==> config.mk <==
export PLATFORM = sky130hd
export DESIGN_NAME = bts_isqrt
export DESIGN_NICKNAME = d
export VERILOG_FILES = /design/src/rtl/bts_pkg.sv /design/src/rtl/bts_isqrt.sv
export SDC_FILE = /design/constraint.sdc
export NUM_CORES = 1
export LEC_CHECK = 0
export BUFFER_PORTS_ARGS = -buffer_cell sky130_fd_sc_hd__buf_2
export CAP_MARGIN = 5
export CELL_PAD_IN_SITES_DETAIL_PLACEMENT = 1
export CELL_PAD_IN_SITES_GLOBAL_PLACEMENT = 1
export CORE_MARGIN = 8
export CORE_UTILIZATION = 35
export CTS_BUF_LIST = sky130_fd_sc_hd__clkbuf_8
export CTS_CLUSTER_SIZE = 8
export DETAILED_ROUTE_END_ITERATION = 6
export PLACE_DENSITY_LB_ADDON = 0.1
export SLEW_MARGIN = 15
export SYNTH_ARGS = -nofsm -noshare
export SYNTH_HDL_FRONTEND = slang
export SYNTH_SLANG_ARGS = --single-unit
==> constraint.sdc <==
create_clock -name clk_i -period 10 [get_ports clk_i]
set_input_delay 2.5 -clock clk_i [delete_from_list [all_inputs] [get_ports clk_i]]
set_output_delay 2.5 -clock clk_i [all_outputs]
set_load 0.01 [all_outputs]
==> src/rtl/bts_pkg.sv <==
// shared types, constants and helpers of the barycentric texture sampler
package bts_pkg;

  // input operation codes
  localparam logic OP_WRITE = 1'b0;
  localparam logic OP_QUERY = 1'b1;

  // configuration register indexes
  localparam int CFG_IDX_W = 3;
  localparam logic [CFG_IDX_W-1:0] REG_VERTEX_A   = 3'd0;
  localparam logic [CFG_IDX_W-1:0] REG_VERTEX_B   = 3'd1;
  localparam logic [CFG_IDX_W-1:0] REG_VERTEX_C   = 3'd2;
  localparam logic [CFG_IDX_W-1:0] REG_TEXCOORD_A = 3'd3;
  localparam logic [CFG_IDX_W-1:0] REG_TEXCOORD_B = 3'd4;
  localparam logic [CFG_IDX_W-1:0] REG_TEXCOORD_C = 3'd5;
  localparam logic [CFG_IDX_W-1:0] REG_TEX_WIDTH  = 3'd6;
  localparam logic [CFG_IDX_W-1:0] REG_TEX_HEIGHT = 3'd7;

  localparam int CFG_W    = 64;
  localparam int VTX_W    = 63;
  localparam int COORD_W  = 21;
  localparam int TC_W     = 32;
  localparam int SIZE_W   = 9;
  localparam int TEXEL_W  = 24;

  // square root unit
  localparam int ROOT_IN_W  = 62;
  localparam int ROOT_REG_W = 63;
  localparam int ROOT_OUT_W = 32;
  localparam int ROOT_STEPS = 32;

  // status of the square root unit
  typedef struct packed {
    logic busy;
    logic done;
  } root_stat_t;

  // one signed Q10.10 component of a packed vertex
  function automatic logic signed [COORD_W-1:0] vtx_comp(input logic [VTX_W-1:0] v,
                                                         input logic [1:0] j);
    logic signed [COORD_W-1:0] r;
    case (j)
      2'd0:    r = v[20:0];
      2'd1:    r = v[41:21];
      default: r = v[62:42];
    endcase
    return r;
  endfunction

endpackage

==> src/rtl/bts_isqrt.sv <==
// bit-serial floor square root, two radicand bits per cycle
module bts_isqrt (
  input  logic                           clk_i,
  input  logic                           rst_ni,
  input  logic                           start_i,
  input  logic [bts_pkg::ROOT_IN_W-1:0]  radicand_i,
  output bts_pkg::root_stat_t            stat_o,
  output logic [bts_pkg::ROOT_OUT_W-1:0] root_o
);
  import bts_pkg::*;

  logic                  busy_q, done_q;
  logic [4:0]            step_q;
  logic [ROOT_REG_W-1:0] n_q, res_q, bit_q;
  logic [ROOT_REG_W-1:0] trial;
  logic                  take;

  assign trial = res_q + bit_q;
  assign take  = n_q >= trial;

  always_ff @(posedge clk_i or negedge rst_ni) begin
    if (!rst_ni) begin
      busy_q <= 1'b0;
      done_q <= 1'b0;
      step_q <= '0;
    end else begin
      done_q <= 1'b0;
      if (start_i && !busy_q) begin
        busy_q <= 1'b1;
        step_q <= '0;
      end else if (busy_q) begin
        if (step_q == 5'(ROOT_STEPS - 1)) begin
          busy_q <= 1'b0;
          done_q <= 1'b1;
        end
        step_q <= step_q + 5'd1;
      end
    end
  end

  always_ff @(posedge clk_i) begin
    if (start_i && !busy_q) begin
      n_q   <= ROOT_REG_W'(radicand_i);
      res_q <= '0;
      bit_q <= {1'b1, {(ROOT_REG_W-1){1'b0}}};
    end else if (busy_q) begin
      if (take) begin
        n_q   <= n_q - trial;
        res_q <= (res_q >> 1) + bit_q;
      end else begin
        res_q <= res_q >> 1;
      end
      bit_q <= bit_q >> 2;
    end
  end

  assign stat_o.busy = busy_q;
  assign stat_o.done = done_q;
  assign root_o      = res_q[ROOT_OUT_W-1:0];

endmodule

# Word level (Yosys, flattened, before mapping)
# Index checks and enable logic that the tools add are counted.
# word_totals
register_bits	165
latchBits	0
ram_bits	0
rom_bits	0
in_bits	65
output_inout_bits	34
n_memories	0
# op_classes
addsub	4
n_mul	0
div	0
n_lt_le_gt_ge	1
eq_ne	1
shifts	0
mux	12
n_bitwise	0
reduce_logical	6
# ops
op	count
$mux 62	3
$add 62x63->63	1
$add 63x63->63	1
$ge 63x63->1	1
$mux 63	1
$sub 63x63->63	1
$mux 5	2
$mux 1	6
$add 5x1->5 const B	1
$eq 5x5->1 const B	1
$reduce_and 2->1	2
$reduce_bool 2->1	2
$logic_and 1x1->1	1
$logic_not 1->1	1

# Longest topological paths before layout
# Gate-level depths: netlist of the first run.
# logic_depth
depth_word	5
ltp_mapped	26
mapped_depth_nobuf	23

# Worst setup path after synthesis of the first run
# Ideal clock, no wire load.
# synth_timing
path_kind	register to register
start	register res_q[2]
end	register n_q[0] (enable)
setup_time_ns	0.421
arrival_time_ns	5.763
required_ns	9.579
slack_ns	3.816
stages_incl_launch_ff	24
n_path_buf	2
cell_sequence	dfxtp_1 -> ha_1 -> a31oi_1 -> a211oi_1 -> nand3_1 -> nand2_1 -> o211ai_1 -> nand2_1 -> a31oi_1 -> o21ai_0 -> a21oi_1 -> xor2_1 -> ha_1 -> buf_2 -> nand4_2 -> nor2_1 -> nand4_1 -> or4_1 -> o21ai_1 -> nor3_1 -> a21oi_2 -> buf_2 -> nand2_1 -> nand2_1
# synth_via
elab_chain_len	4
# synth_rtl
element	line_no	text
from (decl)	bts_isqrt.sv:14	logic [ROOT_REG_W-1:0] n_q, res_q, bit_q;
from (signal assigned)	bts_isqrt.sv:49	res_q <= (res_q >> 1) + bit_q;
from (signal assigned)	bts_isqrt.sv:51	res_q <= res_q >> 1;
$add 63x63->63	bts_isqrt.sv:18	assign trial = res_q + bit_q;
$ge 63x63->1	bts_isqrt.sv:19	assign take = n_q >= trial;
$reduce_bool 2->1 (no source line)	--	
$reduce_and 2->1 (no source line)	--	
to (signal assigned)	bts_isqrt.sv:43	n_q <= ROOT_REG_W'(radicand_i);
to (signal assigned)	bts_isqrt.sv:48	n_q <= n_q - trial;
to (decl)	bts_isqrt.sv:14	
# No other way between the ends.
# A chain may end at the register's enable or synchronous reset.

# Final worst setup path of the first run
# layout_timing
start	register res_q[10]
end	register n_q[45] (enable)
# The elaborated chain is that of the path after synthesis.

==> results.md, run 1 <==
- The initial antenna violation count came to 1.
- The highest fanout seen on the critical path is just over 40.
- The CTS root buffer is clkbuf_8.
- Row generation in the floorplan step produced 76 rows.
- The worst pin sits at a relative slew slack of slightly below 30%.
- At the pin with the least slew margin, the transition time is between 1 and 1.5 ns.
- The net count of the finished layout is about 2100.
- Summed over all layers, the routed wires come to approximately 54000 microns.
- Setup slack on the worst reg-to-reg path comes out at ~2.1 ns.
- Summed over all nets, the half-perimeter wirelength after detailed placement is approximately 42000 microns.
- The total via count after detailed routing is between 10000 and 15000.
- The worst hold-check path type is register to register.
- Entering global routing, the biggest net connects 93 pins.
- After detailed routing, the number of vias per cell comes to about 5.7.
- The floorplan step set the die height to approximately 230 microns.
- Port buffering added approximately 100 buffers.
- The total area inside the core boundary comes to 43100 sq um.
- The number of placed I/O pins is 99.
- Setup repair after global routing left no endpoint under its margin.
- The sequential area share after synthesis is around 26%.
- Counting every instance in the synthesized netlist gives approximately 2000.
- The clock tree synthesis step divided the H-tree into 4 levels.
- Dividing the detail-routed wire length by the instance count gives 21.3 microns.
- The number of sinks on the clock net is 165.
- The kind of critical path is register to register.
- The final worst-path cycle share is about 79%.
- The filler cells instantiated in the layout total 5285.
- The layout overhead on the synthesized area is 6.35%.
- The post-route antenna net violation count is 0.
- The count of warnings emitted by yosys is 0.
- Across the whole layout, storage elements account for approximately 4000 sq um.
- The detailed-router iteration count before antenna repair is 4.
- The required time of the critical path is 10.23 ns.
- Among all flip-flop cells after synthesis, the most frequent one is dfxtp_1.
- The CTS tree is done.
- The placer congestion estimate is around 0.88.
- The die area is about 50000 sq um.
- The number of hold violations in the final report is 0.
- The TritonCTS buffer count is 17.
- The synthesized design contains 62 enable-type register cells.
- 0 antenna diodes ended up in the layout.
- The number of remaining DRC errors is 0.
- The count of unique library cells instantiated by Yosys is 92.
- The die is ~230 microns wide.
- The flow ran to the end, and the final reports show no timing, DRC or antenna violations.
- Buffers inserted to repair hold after CTS numbered 0.
- Once the floorplan was initialized, standard cells occupied a little over a third of the core.
- Buffers added to address setup during post-CTS repair amount to 0.
- The number of nets handed over by synthesis was about 2100.
- For this run, the top clock speed supported by timing is between 100 and 150 MHz.
- The via count of the first global-routing pass is 14700.
- The fraction of layout instances using a drive strength above 1 is around a tenth.
- The violation count after the first detailed-routing iteration is 862.
- The setup TNS is 0 ns.
- The setup violation total in the final timing report is 0.
- After clock tree synthesis, the repair step resized 0 gates.
- STA classifies the critical path startpoint as a register.
- In this run the cell area measured after placement is 15800 sq um.
- The total count of max-transition violations in the final report is 0.
- Summed over all layers, the global routing overflow is 0.
- The clock-pin slew reported for the worst setup and hold paths after clock tree synthesis is around 0.11 ns.
- The count of maximum capacitance violations is 0.
- The finished cells cover 16300 sq um.
- The worst endpoint data arrival time is just over 8 ns.
- The category of the worst setup path capture point is a register.
- The global-route wire length before repair is about 85000 microns.
- The multi-input gate area in the final layout is between 10000 and 15000 sq um.
- The clock reaches the later pin of the worst-skew pair after slightly below 0.6 ns.
- The post-route clock skew is approximately 0.017 ns.
- Each instance of the synthesized netlist takes up on average roughly 7.8 sq um.
- The register bit count reported by yosys is between 150 and 200.
- The total global routing track utilization is approximately a fifth.
- Counting I/O delays and the setup requirement, the final critical path takes between 7 and 8 ns.
- After synthesis the cells add up to ~15000 sq um.
- On the final layout, the worst hold slack is slightly above 0.5 ns.
- The number of buffers on the longest clock path is 2.
- Counting flops with an async set or reset pin after synthesis yields a share of between 4 and 5%.
==> logic make-up after synthesis <==
kind of cell | after synthesis | synth area share [%]
buf+inv | 170 | 5.97
fa+ha+maj | 130 | 10.7
simple gates | 684 | 20.3
xor+xnor | 180 | 10.3
mux | 3 | 0.213
flops | 165 | 25.9
compound gates | 621 | 26.6
==> stage by stage <==
stage,util [%],setup WS (ns),instances
2_1_floorplan,-,3.82,1953
3_3_place_gp,36.7,2.41,2503
3_5_place_dp,36.7,2.22,2503
4_1_cts,37.8,2.18,2535
5_1_grt,37.8,1.62,2535
6_report,37.8,2.13,2535
==> final timing paths <==
| check | startpoint | to | cells after the start |
|---|---|---|---|
| worst max-delay path | res_q[10]$_SDFFE_PP0P_ | n_q[45]$_DFFE_PP_ | 22 |
| worst max register to register | res_q[10]$_SDFFE_PP0P_ | n_q[45]$_DFFE_PP_ | 22 |
| min in group asynchronous | rst_ni | step_q[4]$_DFFE_PN0P_ | 1 |
| worst min register to register | bit_q[34]$_SDFFE_PP0P_ | bit_q[32]$_SDFFE_PP0P_ | 2 |
| max in group asynchronous | rst_ni | busy_q$_DFF_PN0_ | 1 |
| worst min-delay path | bit_q[34]$_SDFFE_PP0P_ | bit_q[32]$_SDFFE_PP0P_ | 2 |
==> registers in the layout (all words and copies together), names as in the netlist <==
signal	count
res_q	63
done_q	1
step_q	5
n_q	63
busy_q	1
bit_q	32
==> layout make-up <==
cell class,instances,share of cell area [%]
Clock buffer,19,1.61
Clock inverter,13,1.18
Inverter,27,0.639
Multi-Input combinational cell,1618,64.2
Sequential cell,165,24.4
Tap cell,585,4.50
Timing Repair Buffer,108,3.48
==> worst max-delay path, stage by stage (launching register included) <==
cell and delay (ns):
dfxtp_1 0.43, ha_1 0.43, nand4_1 0.14, o21ai_0 0.37
a21oi_1 0.17, o32ai_1 0.80, a21oi_1 0.22, a21oi_1 0.32
a221o_1 0.25, nand2_1 0.08, xor2_1 0.16, ha_1 0.44
nand4_1 0.20, nor2_1 0.16, nand4_1 0.16, or4_1 0.57
o21ai_1 0.19, nor3_1 0.12, a21oi_4 0.15, buf_4 0.48
nand2_1 0.29, nand2_2 0.82, buf_4 0.51
==> placed cells by master, fill, tap and decap left out, types with 26 or more instances in the layout <==
cell type  netlist  routed
nand4_1         48      48
a31oi_1         53      53
edfxtp_1        62      62
nand3_1         26      26
xor2_1          81      81
ha_1           129     129
a21o_1          41      40
o22ai_1         31      31
buf_2           24      98
o21ai_0        132     132
nand2_1        290     288
inv_1           26      27
dfxtp_1         96      96
xnor2_1         99      99
nor2_1         185     184
a21oi_1        163     163
==> per-layer routing <==
layer  part of all wire, %  routed length, microns  vias up  GRT usage, %
met5                     0                       0        -             0
met4                   3.0                    1600        0          7.81
met3                   3.6                    1920       76          4.03
met2                    48                   25800      234          36.2
met1                    46                   24700     6951          26.7
li1                      -                       -     7073             -
==> cells in the mapped netlist (5+ instances only) <==
cell type    n  share of area (%)
nand2_1    290                7.1
nor2_1     185                4.5
a21oi_1    163                5.3
o21ai_0    132                4.3
ha_1       129                 11
xnor2_1     99                5.7
dfxtp_1     96                 13
xor2_1      81                4.6
edfxtp_1    62                 12
clkbuf_1    61                1.5
a31oi_1     53                2.2
nand4_1     48                2.0
buf_4       45                2.2
a21o_1      41                2.0
o22ai_1     31                1.3
inv_1       26               0.64
nand3_1     26               0.85
buf_2       24               0.79
and3_1      22               0.90
nor2b_1     21               0.86
o32ai_1     21                1.2
a31o_2      18                1.0
nand2b_1    18               0.74
o21bai_1    18               0.88
nor3_1      17               0.56
o21a_1      16               0.79
and2_1      15               0.61
a211oi_1    14               0.69
o211ai_1    13               0.64
o31ai_1     11               0.54
a21oi_2      9               0.52
buf_6        9               0.66
nor4_1       8               0.33
o21ai_1      8               0.26
or3_1        8               0.33
dfrtp_1      7                1.1
a21boi_0     5               0.25
o221ai_1     5               0.29
o31a_1       5               0.29
Power of run 1 is left out: the tool's default activity adds up to more than one toggle a clock period on the data nets, which glitch-free logic cannot reach.
==> run 2, diff against run 1 <==
Settings changed: ABC_AREA set to 1.
Clock period 10 ns to 7.12 ns, I/O delays scaled along.
==> results.md, run 2 <==
- The post-route clock skew is 0.0285 ns (was 0.0172 ns).
- Top cells by area in the synthesized netlist: nand2_1, dfxtp_1, inv_1, edfxtp_1, ha_1 (was dfxtp_1, edfxtp_1, ha_1, nand2_1, xnor2_1).
- The initial antenna violation count is 0 (was 1).
- The CTS root buffer was clkbuf_8 (unchanged).
- The count of input and output buffers is 98 (unchanged).
- The kind of launch point of the worst setup path is a register (unchanged).
- The count of flip-flops with a built-in enable after synthesis came to 62 (unchanged).
- The TritonCTS buffer count is 17 (unchanged).
- The clock network burns 6.1% of the power.
- The cell type contributing the most total cell area after synthesis is nand2_1 (was dfxtp_1).
- The cell count after placement was 4072 (was 2503).
- The number of sinks on the clock net is 165 (unchanged).
- The kind of critical path is register to register (unchanged).
- The total half-perimeter wirelength after legalization and detailed placement is 73900 microns (was 41800 microns).
- The die area is 62800 sq um (was 50600 sq um).
- The combinational power share is between 70 and 80%.
- The highest clock rate is 163 MHz (was 127 MHz).
- The post-cts gate resize count is 0 (unchanged).
- The number of remaining DRC errors came to 0 (unchanged).
- The detailed-router iteration count before antenna repair is 4 (unchanged).
- The number of buffers added for setup after CTS came to 0 (unchanged).
- The clock-pin slew reported for the worst setup and hold paths after clock tree synthesis is 0.12 ns (was 0.11 ns).
- The most used flip-flop cell after synthesis is dfxtp_1 (unchanged).
- The number of hold violations in the final report is 0 (unchanged).
- The aggregate routed wire length came to 87200 microns (was 54000 microns).
- The initial standard-cell utilization of the core is 35.2% (was 35.5%).
- The worst hold-check path type is register to register (unchanged).
- The internal power is 4940 uW.
- The H-tree depth is 4 (unchanged).
- The horizontal extent of the die is 251 microns (was 225 microns).
- The most frequent cell after synthesis is nand2_1 (unchanged).
- The layout net count was 3582 (was 2132).
- The post-route antenna net violation count came to 0 (unchanged).
- RSZ-0062 raised after global routing: false (unchanged).
- The number of nets produced by synthesis is 3545 (was 2148).
- The cell area after synthesis is 19300 sq um (was 15300 sq um).
- The number of rows created at floorplan is 86 (was 76).
- The clock insertion delay at the later pin of the skew report was 0.59 ns (was 0.58 ns).
- The share of flip-flops with an asynchronous set or reset was 4.24% (unchanged).
- The total global routing track utilization is 27.2% (was 21.4%).
- The routed length per instance came to 21.3 microns (about the same).
- The count of unique library cells instantiated by Yosys is 48 (was 92).
- The number of buffers on the longest clock path is 2 (unchanged).
- The part of the power in registers is roughly a fifth.
- The violation count after the first detailed-routing iteration is 1129 (was 862).
- The highest fanout seen on the critical path is 70 (was 41).
- The total via count after detailed routing is 21700 (was 14300).
- The actual slew at the worst max-slew pin is 1.13 ns (was 1.06 ns).
- The via density per instance is 5.29 (was 5.65).
- Commonest cells after routing, fill and taps aside: nand2_1, inv_1, nor2_1 (was nand2_1, nor2_1, a21oi_1).
- The worst-case headroom to the max-slew limit is 24.2% (was 29.3%).
- The via count of the first global-routing pass came to 22800 (was 14700).
- The count of warnings emitted by yosys was 0 (unchanged).
- The hold buffer count at CTS came to 0 (unchanged).
- The core area is 54800 sq um (was 43100 sq um).
- The final critical-path required period came to 6.12 ns (was 7.87 ns).
- The post-synthesis instance total was 3350 (was 1953).
- The most common library cell in the layout ignoring fill and taps is nand2_1 (unchanged).
- The leakage power of the design is ~0.01 uW.
- The setup violation total in the final timing report is 0 (unchanged).
- The register bit count reported by yosys is 165 (unchanged).
- The fraction of layout instances using a drive strength above 1 is 5.82% (was 10.5%).
- The final instance count without filler cells was 4105 (was 2535).
- The total global routing overflow was 0 (unchanged).
- The CTS tree is done (unchanged).
- The final worst-path cycle share is 86.0% (was 78.7%).
- Result of the run: completed (unchanged).
- The mean cell area of the mapped netlist is 5.75 sq um (was 7.83 sq um).
- Top Registers: n_q (63), res_q (63), bit_q (32) (unchanged).
- The global-route wire length before repair is 132000 microns (was 84700 microns).
- The required time of the critical path is 7.63 ns (was 10.23 ns).
- The count of maximum capacitance violations is 0 (unchanged).
- For this design the ratio of total power to cell area is around 600 nW/um^2.
- Cell types with the highest counts after synthesis: nand2_1, inv_1, nor2_1, nand3_1, o21ai_0 (was nand2_1, nor2_1, a21oi_1, o21ai_0, ha_1).
- The placer congestion estimate is 0.970 (was 0.884).
- The die height came to 251 microns (was 225 microns).
- The worst endpoint data arrival time is 6.63 ns (was 8.11 ns).
- The sequential area share after synthesis was 20.5% (was 25.9%).
- The layout overhead on the synthesized area is 6.86% (was 6.35%).
- The category of the worst setup path capture point is a register (unchanged).
- The number of placed I/O pins is 99 (unchanged).
- The net switching power figure is 7470 uW.
- The setup TNS is 0 ns (unchanged).
- Net switching is about 60% of the power.
- The highest ir drop seen on vdd is 0.298 mV.
- The total count of max-transition violations in the final report came to 0 (unchanged).
- The share of the synthesized area in the top cell type is 21.7% (was 12.6%).
- The pin count of the biggest net entering global routing came to 82 (was 93).
## run 2: changes by cell type in the layout (fill, tap and decap cells not counted), moves of 20 or more
cell	change
xor2_1	-45
inv_2	+20
nand3_1	+231
a21o_1	-27
inv_1	+481
nor2b_1	-21
o32ai_1	-21
nor3_1	+29
o21ai_0	+50
nor2_1	+153
a31oi_1	-48
xnor2_1	-34
nand2_1	+824
## run 2: area by class of cell
type,instances,area (sq um)
Fill cell,7557,34200
Multi-Input combinational cell,2565,12800
Tap cell,704,881
Sequential cell,165,3960
Antenna cell,1,2.50
Clock inverter,15,149
Inverter,529,1990
Timing Repair Buffer,109,573
Clock buffer,17,234
## run 2: cells by family (layout without fill, tap and decap cells)
logic type | Yosys count | in the layout | share of synthesized area (%)
fa+ha+maj | 130 | 130 | 8.48
flops | 165 | 165 | 20.5
buf+inv | 620 | 670 | 13.1
other cells | 0 | 1 | 0
simple gates | 1847 | 1847 | 39.3
xor+xnor | 101 | 101 | 4.59
compound gates | 487 | 487 | 14.0
## run 2: layer usage
metal	global-route usage [%]	up-vias	wire, microns	share of wire (%)
li1	-	10700	-	-
met1	33.4	10400	39000	45
met2	47.5	397	41900	48
met3	2.60	152	2230	2.6
met4	13.1	0	4170	4.8
met5	0	-	0	0
## run 2: metrics by stage
step	area [sq um]	setup slack [ns]	hold slack, ns	utilization (%)	total power, uW
finish	20600	0.998	0.493	37.6	12400
global route	20600	0.562	0.533	37.6	13600
CTS	20600	1.10	0.498	37.6	12400
detailed placement	20200	1.15	0.482	36.9	11600
global placement	20200	1.32	0.469	36.9	11300
floorplan	19300	2.16	0.451	-	8710
## run 2: power by group through the flow
stage	registers, uW	clock network (uW)	logic, uW
after floorplan	2100	0	6610
after global placement	2430	0	8910
final	2450	757	9200
after CTS	2430	782	9190
after detailed placement	2450	0	9140
after global routing	2500	810	10300
## run 2: worst max-delay path, cell delays in order (launching register included)
cell	delay, ns
dfxtp_1	0.43
ha_1	0.46
nand2_1	0.13
o21ai_0	0.47
nand2_1	0.15
o21ai_0	0.56
a21oi_1	0.08
o21ai_0	0.33
nand3_1	0.16
nand2_1	0.18
xnor2_1	0.11
ha_1	0.37
nand2_1	0.14
nor3_2	0.29
nand3_1	0.15
a21oi_1	0.18
nor2_1	0.13
nand2_4	0.33
buf_4	0.71
inv_2	0.27
nand2_1	0.12
nand2_1	0.05
o21ai_0	0.16
## run 2: worst paths after layout
check / slack (ns) / start / cells past startpoint / endpoint
min in group asynchronous: 1.00 / rst_ni / 1 / busy_q$_DFF_PN0_
max in group asynchronous: 5.93 / rst_ni / 1 / step_q[3]$_DFFE_PN0P_
max: 1.0 / res_q[22]$_SDFFE_PP0P_ / 22 / res_q[1]$_SDFFE_PP0P_
min reg2reg: 0.49 / res_q[0]$_SDFFE_PP0P_ / 2 / res_q[0]$_SDFFE_PP0P_
min: 0.49 / res_q[0]$_SDFFE_PP0P_ / 2 / res_q[0]$_SDFFE_PP0P_
max reg2reg: 1.0 / res_q[22]$_SDFFE_PP0P_ / 22 / res_q[1]$_SDFFE_PP0P_
No activity file was read; power rests on OpenSTA's default activity.
